$ cat src/hdl/otq_pkg.sv
// shared types and codes for the timer queue
// no dependencies
package otq_pkg;
    localparam int unsigned TimeW = 63;
    localparam int unsigned IdW = 32;

    localparam logic [1:0] CMD_SCHED = 2'd0;
    localparam logic [1:0] CMD_CANCEL = 2'd1;
    localparam logic [1:0] CMD_ADVANCE = 2'd2;
    localparam logic [1:0] CMD_RUN = 2'd3;

    localparam logic [2:0] ST_SCHED = 3'd0;
    localparam logic [2:0] ST_FULL = 3'd1;
    localparam logic [2:0] ST_CANCEL = 3'd2;
    localparam logic [2:0] ST_FIRED = 3'd3;
    localparam logic [2:0] ST_NONE = 3'd4;

    typedef enum logic [3:0] {
        S_IDLE,
        S_SCAN,
        S_SCHED,
        S_CANCEL,
        S_CLOCK,
        S_PICK,
        S_EMIT,
        S_NONE,
        S_WAIT
    } otq_state_t;

    typedef struct packed {
        logic load;
        logic scan_start;
        logic scan_step;
        logic do_sched;
        logic do_cancel;
        logic do_clock;
        logic emit_fire;
        logic emit_plain;
        logic [2:0] plain_status;
    } otq_cmd_t;

    typedef struct packed {
        logic scan_done;
        logic found;
        logic single;
        logic [1:0] cmd;
        logic neg_advance;
        logic out_busy;
    } otq_stat_t;
endpackage

$ cat src/hdl/otq_datapath.sv
// timer table, virtual clock and sequential scan datapath
// depends on otq_pkg
module otq_datapath #(
    parameter int unsigned TABLE_DEPTH = 16
) (
    input  logic clk,
    input  logic rst_n,
    input  logic [1:0] cmd,
    input  logic signed [63:0] delay_ns,
    input  logic [31:0] cancel_id,
    input  logic signed [63:0] advance_ns,
    input  otq_pkg::otq_cmd_t ctl,
    output otq_pkg::otq_stat_t stat,
    output logic out_valid,
    input  logic out_ready,
    output logic [2:0] status,
    output logic [31:0] task_ident,
    output logic [62:0] due_time,
    output logic [62:0] clock_now,
    output logic last
);
    import otq_pkg::*;
    localparam int unsigned IW = (TABLE_DEPTH > 1) ? $clog2(TABLE_DEPTH) : 1;
    localparam int unsigned CW = $clog2(TABLE_DEPTH + 1);
    localparam logic [TimeW-1:0] MaxT = '1;

    logic [1:0] cmd_reg;
    logic [63:0] arg_reg;
    logic [IdW-1:0] cid_reg;
    logic [TimeW-1:0] clock_reg;
    logic [IdW-1:0] nid_reg;
    logic [TABLE_DEPTH-1:0] valid_reg;
    logic [IdW-1:0] ident_mem [TABLE_DEPTH];
    logic [TimeW-1:0] due_mem [TABLE_DEPTH];
    logic [CW-1:0] idx_reg;
    logic found_reg;
    logic [CW-1:0] cnt_reg;
    logic [IW-1:0] best_reg;
    logic [TimeW-1:0] best_due_reg;
    logic [IdW-1:0] best_id_reg;
    logic [TimeW-1:0] limit_reg;
    logic [TimeW-1:0] maxdue_reg;
    logic rd_live_reg;
    logic rd_v_reg;
    logic [TimeW-1:0] rd_due_reg;
    logic [IdW-1:0] rd_id_reg;
    logic [IW-1:0] rd_idx_reg;
    logic ov_reg;
    logic [2:0] st_reg;
    logic [IdW-1:0] oid_reg;
    logic [TimeW-1:0] odue_reg;
    logic [TimeW-1:0] onow_reg;
    logic olast_reg;

    logic [IW-1:0] idx;
    logic [TimeW-1:0] arg_pos;
    logic [TimeW:0] sum;
    logic [TimeW-1:0] sat;
    logic [TimeW-1:0] cur_due;
    logic [IdW-1:0] cur_id;
    logic cur_v;
    logic better;
    logic [TimeW-1:0] new_due;

    assign idx = idx_reg[IW-1:0];
    assign cur_v = rd_v_reg;
    assign cur_due = rd_due_reg;
    assign cur_id = rd_id_reg;
    assign better = !found_reg || (cur_due < best_due_reg)
        || ((cur_due == best_due_reg) && (cur_id < best_id_reg));
    assign arg_pos = arg_reg[63] ? '0 : arg_reg[TimeW-1:0];
    assign sum = {1'b0, clock_reg} + {1'b0, arg_pos};
    assign sat = sum[TimeW] ? MaxT : sum[TimeW-1:0];
    assign new_due = sat;

    assign stat.scan_done = (idx_reg == CW'(TABLE_DEPTH)) && !rd_live_reg;
    assign stat.found = found_reg;
    assign stat.single = (cnt_reg == CW'(1));
    assign stat.cmd = cmd_reg;
    assign stat.neg_advance = arg_reg[63];
    assign stat.out_busy = ov_reg && !out_ready;

    always_ff @(posedge clk)
    begin
        if (ctl.load)
        begin
            cmd_reg <= cmd;
            arg_reg <= (cmd == CMD_ADVANCE) ? advance_ns : delay_ns;
            cid_reg <= cancel_id;
        end
        if (ctl.do_sched)
        begin
            ident_mem[best_reg] <= nid_reg;
            due_mem[best_reg] <= new_due;
        end
        if (ctl.scan_start)
        begin
            idx_reg <= '0;
            rd_live_reg <= 1'b0;
            found_reg <= 1'b0;
            cnt_reg <= '0;
            best_reg <= '0;
            best_due_reg <= '0;
            best_id_reg <= '0;
            maxdue_reg <= clock_reg;
            limit_reg <= (cmd_reg == CMD_RUN) ? MaxT : (ctl.do_clock ? sat : clock_reg);
        end
        else if (ctl.scan_step)
        begin
            if (idx_reg != CW'(TABLE_DEPTH))
            begin
                idx_reg <= idx_reg + 1'b1;
                rd_live_reg <= 1'b1;
            end
            else
                rd_live_reg <= 1'b0;
            rd_v_reg <= valid_reg[idx];
            rd_due_reg <= due_mem[idx];
            rd_id_reg <= ident_mem[idx];
            rd_idx_reg <= idx;
            if (rd_live_reg)
            begin
                case (cmd_reg)
                    CMD_SCHED:
                    begin
                        if (!cur_v && !found_reg)
                        begin
                            found_reg <= 1'b1;
                            best_reg <= rd_idx_reg;
                        end
                    end
                    CMD_CANCEL:
                    begin
                        if (cur_v && cur_id == cid_reg && !found_reg)
                        begin
                            found_reg <= 1'b1;
                            best_reg <= rd_idx_reg;
                        end
                    end
                    default:
                    begin
                        if (cur_v && cur_due > maxdue_reg)
                            maxdue_reg <= cur_due;
                        if (cur_v && cur_due <= limit_reg)
                            cnt_reg <= cnt_reg + 1'b1;
                        if (cur_v && cur_due <= limit_reg && better)
                        begin
                            found_reg <= 1'b1;
                            best_reg <= rd_idx_reg;
                            best_due_reg <= cur_due;
                            best_id_reg <= cur_id;
                        end
                    end
                endcase
            end
        end
    end

    always_ff @(posedge clk or negedge rst_n)
    begin
        if (!rst_n)
        begin
            clock_reg <= '0;
            nid_reg <= 32'd1;
            valid_reg <= '0;
            ov_reg <= 1'b0;
        end
        else
        begin
            if (ctl.do_sched)
            begin
                valid_reg[best_reg] <= 1'b1;
                nid_reg <= nid_reg + 1'b1;
            end
            if (ctl.do_cancel)
                valid_reg[best_reg] <= 1'b0;
            if (ctl.do_clock)
                clock_reg <= (cmd_reg == CMD_RUN) ? maxdue_reg : sat;
            if (ctl.emit_fire)
                valid_reg[best_reg] <= 1'b0;
            if (ctl.emit_fire || ctl.emit_plain)
                ov_reg <= 1'b1;
            else if (out_ready)
                ov_reg <= 1'b0;
        end
    end

    always_ff @(posedge clk)
    begin
        if (ctl.emit_fire)
        begin
            st_reg <= ST_FIRED;
            oid_reg <= best_id_reg;
            odue_reg <= best_due_reg;
            onow_reg <= (cmd_reg == CMD_RUN) ? maxdue_reg : clock_reg;
            olast_reg <= stat.single;
        end
        else if (ctl.emit_plain)
        begin
            st_reg <= ctl.plain_status;
            oid_reg <= (ctl.plain_status == ST_SCHED) ? nid_reg
                : (ctl.plain_status == ST_CANCEL) ? cid_reg : '0;
            odue_reg <= (ctl.plain_status == ST_SCHED) ? new_due : '0;
            onow_reg <= clock_reg;
            olast_reg <= 1'b1;
        end
    end

    assign out_valid = ov_reg;
    assign status = st_reg;
    assign task_ident = oid_reg;
    assign due_time = odue_reg;
    assign clock_now = onow_reg;
    assign last = olast_reg;
endmodule

$ cat src/hdl/otq_ctrl.sv
// controller state machine for the timer queue
// depends on otq_pkg
module otq_ctrl (
    input  logic clk,
    input  logic rst_n,
    input  logic in_valid,
    output logic in_ready,
    input  otq_pkg::otq_stat_t stat,
    output otq_pkg::otq_cmd_t ctl
);
    import otq_pkg::*;
    otq_state_t state_reg, state_next;
    logic fire_mode;

    assign fire_mode = (stat.cmd == CMD_ADVANCE) || (stat.cmd == CMD_RUN);

    always_ff @(posedge clk or negedge rst_n)
    begin
        if (!rst_n)
            state_reg <= S_IDLE;
        else
            state_reg <= state_next;
    end

    always_comb
    begin
        state_next = state_reg;
        case (state_reg)
            S_IDLE:
                if (in_valid)
                    state_next = S_CLOCK;
            S_CLOCK:
                if (stat.cmd == CMD_ADVANCE && stat.neg_advance)
                    state_next = S_NONE;
                else
                    state_next = S_SCAN;
            S_SCAN:
                if (stat.scan_done)
                begin
                    if (stat.cmd == CMD_SCHED)
                        state_next = S_SCHED;
                    else if (stat.cmd == CMD_CANCEL)
                        state_next = S_CANCEL;
                    else
                        state_next = S_PICK;
                end
            S_SCHED:
                if (!stat.out_busy)
                    state_next = S_WAIT;
            S_CANCEL:
                if (!stat.out_busy)
                    state_next = S_WAIT;
            S_PICK:
                if (!stat.found)
                    state_next = S_NONE;
                else if (!stat.out_busy)
                    state_next = stat.single ? S_WAIT : S_EMIT;
            S_EMIT:
                state_next = S_SCAN;
            S_NONE:
                if (!stat.out_busy)
                    state_next = S_WAIT;
            S_WAIT:
                if (!stat.out_busy)
                    state_next = S_IDLE;
            default:
                state_next = S_IDLE;
        endcase
    end

    always_comb
    begin
        ctl = '0;
        in_ready = 1'b0;
        case (state_reg)
            S_IDLE:
            begin
                in_ready = 1'b1;
                ctl.load = in_valid;
            end
            S_CLOCK:
            begin
                ctl.do_clock = (stat.cmd == CMD_ADVANCE) && !stat.neg_advance;
                ctl.scan_start = 1'b1;
            end
            S_SCAN:
                ctl.scan_step = !stat.scan_done;
            S_SCHED:
                if (!stat.out_busy)
                begin
                    ctl.do_sched = stat.found;
                    ctl.emit_plain = 1'b1;
                    ctl.plain_status = stat.found ? ST_SCHED : ST_FULL;
                end
            S_CANCEL:
                if (!stat.out_busy)
                begin
                    ctl.do_cancel = stat.found;
                    ctl.emit_plain = 1'b1;
                    ctl.plain_status = ST_CANCEL;
                end
            S_PICK:
            begin
                ctl.emit_fire = stat.found && !stat.out_busy;
                ctl.do_clock = (stat.cmd == CMD_RUN) && stat.found && !stat.out_busy;
            end
            S_EMIT:
                ctl.scan_start = 1'b1;
            S_NONE:
                if (!stat.out_busy)
                begin
                    ctl.do_clock = fire_mode && (stat.cmd == CMD_RUN);
                    ctl.emit_plain = 1'b1;
                    ctl.plain_status = ST_NONE;
                end
            S_WAIT:
                ctl = '0;
            default:
                ctl = '0;
        endcase
    end
endmodule

$ cat src/hdl/ordered_timer_queue_top.sv
// top level of the ordered timer queue
// depends on otq_pkg, otq_ctrl, otq_datapath
//
// channel  | valid     | ready     | payload
// input    | in_valid  | in_ready  | cmd, delay_ns, cancel_id, advance_ns
// output   | out_valid | out_ready | status, task_ident, due_time, clock_now, last
//
// a table scan reads one slot per cycle through registered reads
// schedule and cancel: the result follows one table scan after the input transfer
// advance and run: one scan per fired task, the last fired task carries last;
//   a negative advance answers without scanning the table
// reset clears the clock and all valid bits and sets the id counter to 1 at once
// in_ready is high only when idle; a stalled output holds the controller
module ordered_timer_queue_top #(
    parameter int unsigned TABLE_DEPTH = 16
) (
    input  logic clk,
    input  logic rst_n,
    input  logic in_valid,
    output logic in_ready,
    input  logic [1:0] cmd,
    input  logic signed [63:0] delay_ns,
    input  logic [31:0] cancel_id,
    input  logic signed [63:0] advance_ns,
    output logic out_valid,
    input  logic out_ready,
    output logic [2:0] status,
    output logic [31:0] task_ident,
    output logic [62:0] due_time,
    output logic [62:0] clock_now,
    output logic last
);
    import otq_pkg::*;
    otq_cmd_t ctl;
    otq_stat_t stat;
    logic [2:0] st_raw;
    logic [31:0] id_raw;
    logic [62:0] due_raw;
    logic [62:0] now_raw;
    logic last_raw;
    logic ov_raw;

    otq_ctrl u_ctrl (
        .clk(clk), .rst_n(rst_n), .in_valid(in_valid), .in_ready(in_ready),
        .stat(stat), .ctl(ctl)
    );

    otq_datapath #(.TABLE_DEPTH(TABLE_DEPTH)) u_dp (
        .clk(clk), .rst_n(rst_n), .cmd(cmd), .delay_ns(delay_ns),
        .cancel_id(cancel_id), .advance_ns(advance_ns), .ctl(ctl), .stat(stat),
        .out_valid(ov_raw), .out_ready(out_ready), .status(st_raw),
        .task_ident(id_raw), .due_time(due_raw), .clock_now(now_raw),
        .last(last_raw)
    );

    assign out_valid = ov_raw;
    assign status = st_raw;
    assign task_ident = id_raw;
    assign due_time = due_raw;
    assign clock_now = now_raw;
    assign last = last_raw;
endmodule

$ cat config.mk
export PLATFORM = sky130hd
export DESIGN_NAME = ordered_timer_queue_top
export DESIGN_NICKNAME = d
export VERILOG_FILES = /design/src/hdl/otq_pkg.sv /design/src/hdl/otq_datapath.sv /design/src/hdl/otq_ctrl.sv /design/src/hdl/ordered_timer_queue_top.sv
export SDC_FILE = /design/constraint.sdc
export NUM_CORES = 2
export LEC_CHECK = 0
export ABC_AREA = 1
export BUFFER_PORTS_ARGS = -buffer_cell sky130_fd_sc_hd__clkbuf_2
export CORE_ASPECT_RATIO = 1.1
export CORE_MARGIN = 1
export CORE_UTILIZATION = 40
export DETAILED_ROUTE_END_ITERATION = 8
export PLACE_DENSITY = 0.58
export SLEW_MARGIN = 20
export SYNTH_ARGS = -nofsm -noshare
export SYNTH_HDL_FRONTEND = slang
export SYNTH_SLANG_ARGS = --single-unit
export TNS_END_PERCENT = 5
$ cat constraint.sdc
create_clock -name clk -period 8.1 [get_ports clk]
set_input_delay 0.405 -clock clk [delete_from_list [all_inputs] [get_ports clk]]
set_output_delay 0.405 -clock clk [all_outputs]
set_load 0.02 [all_outputs]
==> impl_metrics.yaml <==
sta:
  relSlewSlack_pct: 22.4
  max_slew.worst_pin.slew_ps: 1160
  setup_ws_ps: 3220
  finalSetupViolCount: 0
  fmax_mhz: 205
  rsz0062_at_grt: "no"
  fin_skew_ps: 88.0
  timing_hold_violations_final: 0
  drv_slew: 0
  setup_tns_ps: 0
  min_period_over_period_pct: 60.2
  period_needed_ps: 4880
clock_network:
  post-cts-setup-buffers: 0
  clk_path_buf_depth: 4
  htree_num_levels: 4
  insertion_delay_ps: 920
  cts.repair.resized: 0
  cts_tree: "yes"
  root_buffer: "clkbuf_16"
  cts_sinks: 2233
  clk_pin_slew_ps: 60
  numCtsBuffers: 235
pwr:
  ir_drop_uv: 242
  power_density_mw_per_mm2: 380
  p_leak_nw: 41.4
  total_power_mw: 42.8
routing:
  drt_wl_total_mm: 318
  drt-vias-per-instance: 5.58
  drtAntennaViolNets: 0
  drtPass1Iterations: 5
  post_drt_wl_per_cell_um: 25.1
  drtIter0Drc: 7482
  drc_errors: 0
  vias: 70500
floorplan:
  die_y_um: 522
  core_sq_mm: 0.244
  start_util_pct: 40.3
  rows: 190
  die-area_sq_mm: 0.247
  die_x_um: 474
  ios: 330
final_layout:
  stdcell_count: 12600
  drive_gt1_share_pct: 10.5
  syn2layout_area_growth_pct: 14.7
  final_common_cell: "edfxtp_1"
  fillers: 22100
  largest_register_ffs: 1008
  nets: 9638
  layout_common_cells: "2003 x edfxtp_1, 1388 x nand2_1, 1155 x nor2_1"
synthesis:
  synth_cell_type_count: 59
  ys_top_cells_by_area: "edfxtp_1 61%, o21ai_0 5.8%, nand2_1 5.3%"
  synth.yosys.seq_area_share_pct: 66.6
  synthesis.nets: 9256
  synth_top_area_share_pct: 61.3
  synth_flop_cell: "edfxtp_1"
  yosysWarningCount: 0
  synth_area_leader_cell: "edfxtp_1"
  syn_area_sq_mm: 0.0982
  synth_edf_count: 2003
  synthCells: 8801
  ys_ff_latch: 2233
  postSynthAreaPerCell_sq_um: 11.2
  async_reset_ff_share_pct: 5.19
grt:
  grt_start_max_net_pins: 119
  antenna_found_initial: 14
  grt_first_pass_wirelength_mm: 457
  grtUsageTotal_pct: 25.1
  grt_pass1_vias: 66900
  grt_overflow: 0
setup_path:
  arrival_ps: 5650
  cp-start-kind: "flip-flop"
  crit_top_cell: "nand2_1"
  critPathMaxStageDelay_ps: 770
  criticalPathCategory: "flip-flop to flip-flop"
  worstReg2RegStart: "u_dp.cur_due[58]$_DFFE_PP_"
  required_ps: 8880
  critPathSlowestCell: "buf_4"
  cp_cell_sequence: "ha_1 > nand2_1 > nor2_1 > nand3_1 > nor3_1 > nand2_1 > nand2_1 > nand3_1 > nand2_8 > buf_4 > o21ai_0 > a21oi_1"
  r2r_end: "u_dp.best_id_reg[6]$_SDFFE_PN0P_"
  crit_fanout: 110
  crit_path_end_kind: "flip-flop"
  reg2reg_depth: 12
  crit_family: "simple AND/OR/NAND/NOR gates"
  cp.buffers_inverters: 1
  r2r_slack_ps: 3220
hold_path:
  holdCritStartpoint: "out_ready"
  hold_end: "u_dp.out_valid$_DFFE_PN0P_"
  whs_path_depth: 4
  hold_class: "primary input to flip-flop"
status:
  outcome: "finished clean"
run:
  maxCapViolCount: 0
placement:
  pre_cts_ws_ps: 3110
  place_hpwl_mm: 192
  port_buffers: 329
  place_inst: 12000
  finalWeightedCongestion: 0.968
==> per-stage QoR <==
stage	area, sq um	utilization [%]	hold slack [ps]
3_3_place_gp	103000	42.4	457
2_1_floorplan	98200	-	109
6_report	113000	46.2	97.0
4_1_cts	113000	46.2	62.3
3_5_place_dp	103000	42.4	457
5_1_grt	113000	46.2	69.6
==> per-layer routing <==
layer	share of wire, %	GRT usage [%]
met1	43	35.1
met2	46	40.3
met3	7.9	3.54
met4	3.1	7.49
met5	0.0082	0
==> worst max-delay path by stage <==
| stage | start | to | slack, ps | depth (start not counted) |
|---|---|---|---|---|
| final | u_dp.cur_due[58]$_DFFE_PP_ | u_dp.best_id_reg[6]$_SDFFE_PN0P_ | 3220 | 12 |
| after global routing | u_dp.arg_reg[63]$_DFFE_PP_ | u_dp.limit_reg[44]$_SDFFCE_PP1N_ | 2910 | 18 |
| after detailed placement | out_ready | u_dp.limit_reg[22]$_SDFFCE_PP1N_ | 3110 | 10 |
| after floorplan | u_dp.out_valid$_DFFE_PN0P_ | u_dp.due_mem[10][0]$_DFFE_PP_ | 2330 | 7 |
| after CTS | u_dp.arg_reg[63]$_DFFE_PP_ | u_dp.limit_reg[44]$_SDFFCE_PP1N_ | 3220 | 18 |
| after global placement | out_ready | u_dp.limit_reg[13]$_SDFFCE_PP1N_ | 3300 | 10 |
==> synthesized netlist by cell type, types with 15 or more instances <==
cell type and number:
a21oi_1 305, buf_1 26, buf_2 16, clkbuf_1 389
dfrtp_1 115, dfxtp_1 114, edfxtp_1 2003, ha_1 288
inv_1 661, mux2_2 65, nand2_1 1394, nand2_2 15
nand3_1 137, nand3_4 22, nand4_1 147, nor2_1 1176
nor2_2 20, nor3_1 37, o211ai_1 59, o21ai_0 1130
o21ai_1 37, o221ai_1 18, o22ai_1 430, xnor2_1 21
xor2_1 57
==> logic make-up after synthesis <==
logic type	after synthesis	share of synthesized area (%)
DFF	2233	66.6
adders and majority gates	289	3.69
and+or+nand+nor	2984	12.6
buffers and inverters	1116	4.36
AOI/OAI and AO/OA	2036	11.4
muxes	65	0.746
xor gates and xnor gates	78	0.696
==> power breakdown <==
part | internal, mW | total (mW) | switching (mW)
clock network | 6.23 | 10.9 | 4.63
registers | 16.0 | 17.2 | 1.17
logic | 3.76 | 14.8 | 11.0
total | 26.0 | 42.8 | 16.8
==> tightest hold or removal path: cells and delay by family <==
family	cells	cell delay [ps]
simple gates	2	210
buf+inv	2	320
==> layout make-up <==
class	count	area, sq um	area share [%]
timing repair buffer	585	4130	3.67
sequential	2233	65300	58.0
multi-input combinational	5452	28800	25.6
tap	3264	4080	3.63
clock inverter	149	1470	1.30
inverter	676	2570	2.28
clock buffer	281	6210	5.52
antenna	6	15.0	0.0133
==> timing repair <==
action                                  4_1_cts  5_1_grt
hold endpoints to repair                    162        0
endpoints found under the setup margin        0        0
hold buffers                                164        0
(Power assumes the default switching activity.)
